[src/assert_macros.svh]
// Assertion macros shared by the hash table modules.
`ifndef ASSERT_MACROS_SVH
`define ASSERT_MACROS_SVH
`ifndef SYNTHESIS
// Check a property on every clock edge outside reset.
`define QPH_ASSERT(lbl, prop, msg) \
    lbl: assert property (@(posedge clk) disable iff (!rst_n) prop) else $error(msg);
// Check that an antecedent implies a consequent in the same cycle.
`define QPH_ASSERT_IMP(lbl, ante, cons, msg) \
    lbl: assert property (@(posedge clk) disable iff (!rst_n) (ante) |-> (cons)) \
        else $error(msg);
`else
`define QPH_ASSERT(lbl, prop, msg)
`define QPH_ASSERT_IMP(lbl, ante, cons, msg)
`endif
`endif

[src/qph_pkg.sv]
// Shared types, codes and size-table functions of the quadratic probe hash table.
package qph_pkg;

    localparam int unsigned DEF_INITIAL_SIZE = 11;
    localparam int unsigned DEF_CAPACITY     = 1597;
    localparam int unsigned DEF_KEY_WIDTH    = 32;
    localparam int unsigned DEF_RECORD_WIDTH = 48;
    localparam int unsigned LEAVE_WIDTH      = 32;
    localparam int unsigned ROM_MAX          = 16;
    localparam int unsigned SI_W             = 4;

    // Request modes
    localparam logic [1:0] MODE_INSERT = 2'd0;
    localparam logic [1:0] MODE_SEARCH = 2'd1;
    localparam logic [1:0] MODE_RETIRE = 2'd2;

    // Slot states held in the table
    localparam logic [1:0] SLOT_EMPTY   = 2'd0;
    localparam logic [1:0] SLOT_ACTIVE  = 2'd1;
    localparam logic [1:0] SLOT_RETIRED = 2'd2;

    typedef enum logic [2:0] {
        RES_INSERTED        = 3'd0,
        RES_DUPLICATE       = 3'd1,
        RES_FOUND           = 3'd2,
        RES_FOUND_RETIRED   = 3'd3,
        RES_NOT_FOUND       = 3'd4,
        RES_RETIRED_NOW     = 3'd5,
        RES_ALREADY_RETIRED = 3'd6,
        RES_FULL            = 3'd7
    } result_t;

    typedef enum logic [1:0] {
        FIN_HIT,
        FIN_MISS,
        FIN_FULL
    } fin_kind_t;

    typedef enum logic [3:0] {
        S_CLEAR,
        S_IDLE,
        S_CHECK,
        S_RCLR,
        S_SCAN_RD,
        S_SCAN_CHK,
        S_RDIV,
        S_RPRD,
        S_RPCHK,
        S_RDONE,
        S_DIV,
        S_PRD,
        S_PCHK,
        S_FIN
    } state_t;

    typedef struct packed {
        logic      latch_in;
        logic      clr_all;
        logic      clr_start;
        logic      clr_step;
        logic      scan_start;
        logic      scan_rd;
        logic      scan_next;
        logic      rh;
        logic      div_start;
        logic      div_step;
        logic      probe_start;
        logic      probe_rd;
        logic      probe_next;
        logic      move_wr;
        logic      rehash_done;
        logic      finish;
        fin_kind_t kind;
    } cmd_t;

    typedef struct packed {
        logic need_rehash;
        logic no_bigger;
        logic clr_last;
        logic scan_last;
        logic scan_occ;
        logic div_done;
        logic probe_hit;
        logic probe_last;
        logic is_insert;
    } sts_t;

    // Remainder by shift and subtract, used only while elaborating the size table
    function automatic int unsigned mod_u(input int unsigned a, input int unsigned b);
        logic [32:0] r;
        logic [31:0] av;
        av = a;
        r = '0;
        for (int k = 31; k >= 0; k--) begin
            r = {r[31:0], av[k]};
            if (r >= 33'(b)) r = r - 33'(b);
        end
        return int'(r[31:0]);
    endfunction

    function automatic bit is_prime(input int unsigned n);
        int unsigned d;
        if (n < 2) return 1'b0;
        for (d = 2; d * d <= n; d++) begin
            if (mod_u(n, d) == 0) return 1'b0;
        end
        return 1'b1;
    endfunction

    function automatic int unsigned next_prime(input int unsigned s);
        int unsigned n;
        n = 2 * s + 1;
        while (!is_prime(n)) n++;
        return n;
    endfunction

    function automatic int unsigned first_size(input int unsigned init, input int unsigned cap);
        int unsigned s;
        s = (init > cap) ? cap : init;
        if (s < 1) s = 1;
        return s;
    endfunction

    // Table size at a ROM position; positions past the end repeat the last size
    function automatic int unsigned rom_size(input int unsigned init, input int unsigned cap,
                                             input int unsigned idx);
        int unsigned s;
        int unsigned n;
        s = first_size(init, cap);
        for (int unsigned k = 0; k < idx; k++) begin
            n = next_prime(s);
            if (n > cap) return s;
            s = n;
        end
        return s;
    endfunction

    function automatic int unsigned rom_count(input int unsigned init, input int unsigned cap);
        int unsigned s;
        int unsigned n;
        int unsigned c;
        s = first_size(init, cap);
        c = 1;
        while (c < ROM_MAX) begin
            n = next_prime(s);
            if (n > cap) break;
            c++;
            s = n;
        end
        return c;
    endfunction

endpackage

[src/qph_ctrl.sv]
// Controller: sequences clearing, rehash, divide, probe and result handoff.
`include "assert_macros.svh"
module qph_ctrl (
    input  logic          clk,
    input  logic          rst_n,
    input  logic          in_valid,
    output logic          in_ready,
    output logic          out_valid,
    input  logic          out_ready,
    input  qph_pkg::sts_t sts,
    output qph_pkg::cmd_t cmd
);
    import qph_pkg::*;

    state_t    state_reg, state_next;
    fin_kind_t kind_reg, kind_next;
    logic      out_valid_reg, out_valid_next;
    logic      out_free;

    assign out_free = !out_valid_reg || out_ready;

    // Next state
    always_comb
    begin
        state_next = state_reg;
        kind_next  = kind_reg;
        case (state_reg)
            S_CLEAR:    if (sts.clr_last) state_next = S_IDLE;
            S_IDLE:     if (in_valid) state_next = S_CHECK;
            S_CHECK:
            begin
                if (sts.is_insert && sts.need_rehash)
                begin
                    if (sts.no_bigger)
                    begin
                        kind_next  = FIN_FULL;
                        state_next = S_FIN;
                    end
                    else
                    begin
                        state_next = S_RCLR;
                    end
                end
                else
                begin
                    state_next = S_DIV;
                end
            end
            S_RCLR:     if (sts.clr_last) state_next = S_SCAN_RD;
            S_SCAN_RD:  state_next = S_SCAN_CHK;
            S_SCAN_CHK:
            begin
                if (sts.scan_occ) state_next = S_RDIV;
                else if (sts.scan_last) state_next = S_RDONE;
                else state_next = S_SCAN_RD;
            end
            S_RDIV:     if (sts.div_done) state_next = S_RPRD;
            S_RPRD:     state_next = S_RPCHK;
            S_RPCHK:
            begin
                if (sts.probe_hit || sts.probe_last)
                    state_next = sts.scan_last ? S_RDONE : S_SCAN_RD;
                else
                    state_next = S_RPRD;
            end
            S_RDONE:    state_next = S_CHECK;
            S_DIV:      if (sts.div_done) state_next = S_PRD;
            S_PRD:      state_next = S_PCHK;
            S_PCHK:
            begin
                if (sts.probe_hit)
                begin
                    kind_next  = FIN_HIT;
                    state_next = S_FIN;
                end
                else if (sts.probe_last)
                begin
                    kind_next  = FIN_MISS;
                    state_next = S_FIN;
                end
                else
                begin
                    state_next = S_PRD;
                end
            end
            S_FIN:      if (out_free) state_next = S_IDLE;
            default:    state_next = S_IDLE;
        endcase
    end

    // Commands
    always_comb
    begin
        cmd      = '0;
        cmd.kind = kind_reg;
        in_ready = 1'b0;
        case (state_reg)
            S_CLEAR:
            begin
                cmd.clr_all  = 1'b1;
                cmd.clr_step = 1'b1;
            end
            S_IDLE:
            begin
                in_ready     = 1'b1;
                cmd.latch_in = in_valid;
            end
            S_CHECK:
            begin
                if (sts.is_insert && sts.need_rehash)
                begin
                    cmd.clr_start  = !sts.no_bigger;
                    cmd.scan_start = !sts.no_bigger;
                end
                else
                begin
                    cmd.div_start = 1'b1;
                end
            end
            S_RCLR:
            begin
                cmd.rh       = 1'b1;
                cmd.clr_step = 1'b1;
            end
            S_SCAN_RD:
            begin
                cmd.rh      = 1'b1;
                cmd.scan_rd = 1'b1;
            end
            S_SCAN_CHK:
            begin
                cmd.rh        = 1'b1;
                cmd.div_start = sts.scan_occ;
                cmd.scan_next = !sts.scan_occ && !sts.scan_last;
            end
            S_RDIV:
            begin
                cmd.rh          = 1'b1;
                cmd.div_step    = !sts.div_done;
                cmd.probe_start = sts.div_done;
            end
            S_RPRD:
            begin
                cmd.rh       = 1'b1;
                cmd.probe_rd = 1'b1;
            end
            S_RPCHK:
            begin
                cmd.rh         = 1'b1;
                cmd.move_wr    = sts.probe_hit;
                cmd.scan_next  = (sts.probe_hit || sts.probe_last) && !sts.scan_last;
                cmd.probe_next = !sts.probe_hit && !sts.probe_last;
            end
            S_RDONE:    cmd.rehash_done = 1'b1;
            S_DIV:
            begin
                cmd.div_step    = !sts.div_done;
                cmd.probe_start = sts.div_done;
            end
            S_PRD:      cmd.probe_rd = 1'b1;
            S_PCHK:     cmd.probe_next = !sts.probe_hit && !sts.probe_last;
            S_FIN:      cmd.finish = out_free;
            default:    cmd = '0;
        endcase
    end

    // Hold the result until the transaction completes
    always_comb
    begin
        out_valid_next = out_valid_reg;
        if (cmd.finish) out_valid_next = 1'b1;
        else if (out_ready) out_valid_next = 1'b0;
    end

    always_ff @(posedge clk or negedge rst_n)
    begin
        if (!rst_n)
        begin
            state_reg     <= S_CLEAR;
            kind_reg      <= FIN_HIT;
            out_valid_reg <= 1'b0;
        end
        else
        begin
            state_reg     <= state_next;
            kind_reg      <= kind_next;
            out_valid_reg <= out_valid_next;
        end
    end

    assign out_valid = out_valid_reg;

    `QPH_ASSERT(a_one_at_a_time, in_valid && in_ready |=> !in_ready, "second request taken")
    `QPH_ASSERT_IMP(a_rehash_end, state_reg == S_RDONE, $past(sts.scan_last), "early rehash end")
    `QPH_ASSERT_IMP(a_full_insert, state_reg == S_FIN && kind_reg == FIN_FULL, sts.is_insert,
        "full on a lookup")

endmodule
[config.mk]
export PLATFORM = sky130hd
export DESIGN_NAME = qph_ctrl
export DESIGN_NICKNAME = d
export VERILOG_FILES = /design/src/qph_pkg.sv /design/src/qph_ctrl.sv
export VERILOG_INCLUDE_DIRS = /design/src /design/src/src
export SDC_FILE = /design/constraint.sdc
export NUM_CORES = 1
export LEC_CHECK = 0
export BUFFER_PORTS_ARGS = -buffer_cell sky130_fd_sc_hd__buf_2
export CAP_MARGIN = 20
export CORE_MARGIN = 3
export CORE_UTILIZATION = 48
export CTS_CLUSTER_SIZE = 24
export DETAILED_ROUTE_END_ITERATION = 10
export PLACE_DENSITY_LB_ADDON = 0.1
export SYNTH_ARGS = -nofsm -noshare
export SYNTH_HDL_FRONTEND = slang
export SYNTH_SLANG_ARGS = --single-unit
[constraint.sdc]
create_clock -name clk -period 1.96 [get_ports clk]
set_clock_uncertainty 0.1 [all_clocks]
set_input_delay 0.196 -clock clk [delete_from_list [all_inputs] [get_ports clk]]
set_output_delay 0.196 -clock clk [all_outputs]
set_load 0.05 [all_outputs]
==> results.md <==
Timing:
- Across all hold checks on the routed design, the worst slack comes to 0.176 ns.
- Setup repair after global routing could not meet its margin everywhere.
- The final critical path takes up between 90 and 100% of the cycle.
- At the pin with the least slew margin, the transition time is 0.380 ns.
- In the final timing run, aggregate negative setup slack is 0 ns.
- The number of pins with negative max-slew slack in the final report is 0.
- The number of endpoints failing setup at the final stage is 0.
- The minimum clock period after layout is 1.95 ns.
- The setup slack after layout is 0.0134 ns.
- The worst max-slew margin expressed relative to the limit is 74.3%.
- Timing would allow up to approximately 510 MHz.
- The number of hold-slack violations in the final timing report is 0.

Power:
- Summed over all nets, the switching power comes to between 1 and 1.5 mW.
- The cell-internal power is 1.14 mW.
- The static leakage is 0.597 nW.
- The switching power as a share of total power is 54.9%.
- The total power divided by cell area is 2010 nW/um2.
- The worst ir drop on vdd is 0.00112 V.
- Of the total power, the clock network draws about 5%.
- The total power consumption of the routed design is 2.53 mW.
- The proportion of power drawn by combinational gates is 81.4%.
- The share of total power dissipated in sequential elements is a little over an eighth.

Layout:
- The area growth from synthesis to layout is 49.0%.
- The number of fillers in the final layout is between 100 and 150.
- The finished cells cover between 1000 and 1500 um2.
- The repair_antennas step left the layout with diodes totalling 0.
- After the last flow step, the layout net total stands at ~170.
- In the final layout, the multi-input gates occupy 666 um2.
- The number of flip-flops in the largest register is 4.
- Summing all flip-flop and latch instances after layout gives approximately 180 um2.
- After the flow finishes, the layout carries non-filler instances totaling 171.
- The share of layout cells above drive strength 1 is 50.3%.
- At the end of the flow the core is filled with cells to 79.9%.

Detailed routing:
- The routed length on met1 is 1.16 mm.
- In this run, the number of DRC markers left after iteration 0 of detailed routing was 35.
- The number of iterations in the first detailed-routing pass is 4.
- The average routed wire per standard cell is 16.2 um.
- The detailed router placed 1050 vias in this run.
- Detailed routing placed a total of 1.35 mm of wire on met2.
- The via density per instance is 6.14.
- In this run the remaining antenna-violating nets after routing total 0.
- Routed signal wires occupy layers up through met4.
- The routed wire length is 2.77 mm.
- The length of routed met3 wiring is 231 um.
- The post-detailed-route DRC marker count is 0.

Logic synthesis:
- The most frequently used cell type in the post-synthesis netlist is sky130_fd_sc_hd__nor2_1.
- After synthesis, the largest family of logic cells by area is simple AND/OR/NAND/NOR gates.
- In this run, synthesis inferred 0 flip-flops with an integrated enable.
- The count of mapped cells out of synthesis is 110.
- The commonest cells after synthesis are sky130_fd_sc_hd__nor2_1 (12), sky130_fd_sc_hd__buf_2 (7), sky130_fd_sc_hd__dfrtp_1 (7).
- The synthesized area per cell is slightly below 8 um2.
- The number of different library cells used by synthesis comes to 47.
- Synthesis produced a netlist with a net count of 123.
- The share of the synthesized area in compound gates (AO/OA/AOI/OAI) is a little over a quarter.
- The share of synthesized cell area in full adder, half adder and majority cells is 0%.
- The proportion of netlist area held by the largest area contributor is 20.7%.
- The post-synthesis share of cell area spent on and, or, nand and nor gates is 39.1%.
- The register bit count reported by yosys is 7.
- The async set-or-reset flop fraction in the synthesized netlist is 100%.
- During synthesis, Yosys emitted a total of 0 warnings.
- The cell type with the highest aggregate area in the netlist is sky130_fd_sc_hd__dfrtp_1.
- In the synthesized netlist, mux cells make up around 1.3% of the area.
- The sequential-to-total area share from yosys stat is between 20% and 30%.
- The dominant register cell in the synthesized netlist is sky130_fd_sc_hd__dfrtp_1.
- After synthesis, the cell types taking the most area are sky130_fd_sc_hd__dfrtp_1 (21%), sky130_fd_sc_hd__nor2_1 (5.3%), sky130_fd_sc_hd__nor2b_1 (4.4%).
- The xor and xnor area share after synthesis is 2.07%.
- The area of the mapped netlist is about 850 um2.

Placement:
- Input and output buffers added on the ports amount to 32.
- The placed instances occupy a cell area of around 1100 um2.
- The estimated wirelength of the detail-placed design is 2.06 mm.
- Counting tap cells, the placed design contains a total of between 150 and 200 instances.
- At the end of routability-driven placement, the weighted congestion stood at 0.903.
- The post-placement setup slack is 0.0466 ns.

Worst setup path:
- For the worst setup path, the data arrival time is 1.65 ns.
- The critical path launch point type is a flop.
- The critical path data required time is 1.66 ns.
- The highest cell delay on the worst timing path is 0.47 ns.
- The master of the slowest instance on the critical path is sky130_fd_sc_hd__dfrtp_2.
- The critical-path maximum fanout is 7.
- By instance count, the cell type seen most on the critical path is sky130_fd_sc_hd__buf_6.
- The critical path in this run is classified as reg -> out.
- The category of cells accounting for the largest share of critical-path delay is simple AND/OR/NAND/NOR gates.
- Traced cell by cell, the critical path runs through or2_4, buf_6, nor4_4, buf_6.
- The type of destination of the critical path is an output pin.
- The count of buffering cells on the critical path with inverters included is 2.

Outcome:
- The flow ran to the end, and the final reports show no timing, DRC or antenna violations.

Min path:
- The min-delay analysis places its worst path in the category in -> reg.

Global route:
- The via count of the first global-routing pass is 933.
- For this run, the total global-route usage over all layers was measured as 25.1%.
- Global routing finished with a remaining overflow of 0.
- The pin count of the biggest net entering global routing is 16.
- The initial antenna violation count is 0.
- The first-pass GRT wire length is 4.17 mm.

Die:
- The floorplan die area is 2300 um2.
- The top-level I/O count is 33.
- For this configuration, the core starts out at a cell density of around 54%.
- The region available for standard cell placement spans 1580 um2.
- The number of rows in the core area is 14.
- Measured along the x axis, the die boundary spans ~48 um.
- Measured along the y axis, the die boundary spans 48.0 um.

CTS:
- The tree built by TritonCTS fans out to 7 sinks.
- TritonCTS created 3 clock buffers.
- In this run the clock root is driven by a sky130_fd_sc_hd__clkbuf_4.
- Clock-pin slew was measured on the worst setup and hold paths at around 0.060 ns.
- In this run the number of H-tree levels came out at 1.
- At the later pin of the worst-skew pair, clock insertion delay measures 0.24 ns.
- The TritonCTS clock tree is built.
- No sink is reached through more buffers than the 2 on the longest clock path.

Flow run:
- The number of max-cap violations is 0.
-- cells in the final DEF, fill, tap and decap left out, drive strengths merged, types with 2 or more instances in the layout --
master  count
inv         4
or3         2
a31oi       2
nand2b      3
nor2b       6
nor4bb      3
buf        51
or2         2
or2b        2
o22ai       2
a21oi       3
o21a        3
clkbuf      5
o21ai       2
nor4        4
nor2       12
o31ai       2
o32a        3
dfrtp       7
nand2       6
nor3        8
-- metal layers --
layer  global-route usage (%)  vias to the layer above
li1                         -                      493
met2                     39.3                       64
met3                     6.39                        6
met1                     34.8                      487
met4                     5.38                        0
met5                        0                        -
-- worst paths after layout --
path                       depth (start not counted)            to  slack (ns)    startpoint
min in group asynchronous                          2     out_valid        0.21         rst_n
min                                                3     out_valid        0.18     out_ready
min reg2reg                                        2   kind_reg[1]        0.41   kind_reg[1]
max in group asynchronous                          2  state_reg[0]        1.38         rst_n
max                                                4       cmd[15]        0.01  state_reg[3]
max reg2reg                                        5  state_reg[2]        0.06  state_reg[3]
-- power by group through the flow --
stage / Sequential [mW] / Clock [mW] / Combinational, mW
6_report: 0.343 / 0.127 / 2.06
5_1_grt: 0.354 / 0.142 / 2.19
4_1_cts: 0.340 / 0.129 / 1.91
3_5_place_dp: 0.332 / 0 / 1.87
3_3_place_gp: 0.325 / 0 / 1.83
2_1_floorplan: 0.279 / 0 / 1.43
-- cell families after synthesis --
kind of cell	count (synthesis)
multiplexers	1
buffers and inverters	16
flip-flops	7
XOR/XNOR	2
AO/OA/AOI/OAI	29
AND/OR/NAND/NOR	55
-- worst min-delay path: stages --
cell                       delay (ns)
sky130_fd_sc_hd__buf_2           0.07
sky130_fd_sc_hd__nand2b_1        0.14
sky130_fd_sc_hd__nand2_1         0.07
-- timing repair --
item	4_1_cts	5_1_grt
cloned	0	0
setup endpoints to repair	7	5
setup buffers	0	3
pin swaps	0	2
resized for setup	9	13
hold buffers	1	0
endpoints found under the hold margin	7	0
-- final cells by class --
| cell class | instances | area share [%] |
|---|---|---|
| Clock buffer | 4 | 2.09 |
| Inverter | 4 | 1.19 |
| Multi-Input combinational cell | 87 | 52.8 |
| Sequential cell | 7 | 14.3 |
| Tap cell | 16 | 1.59 |
| Timing Repair Buffer | 53 | 28.0 |
Power figures use the tool's default switching activity.
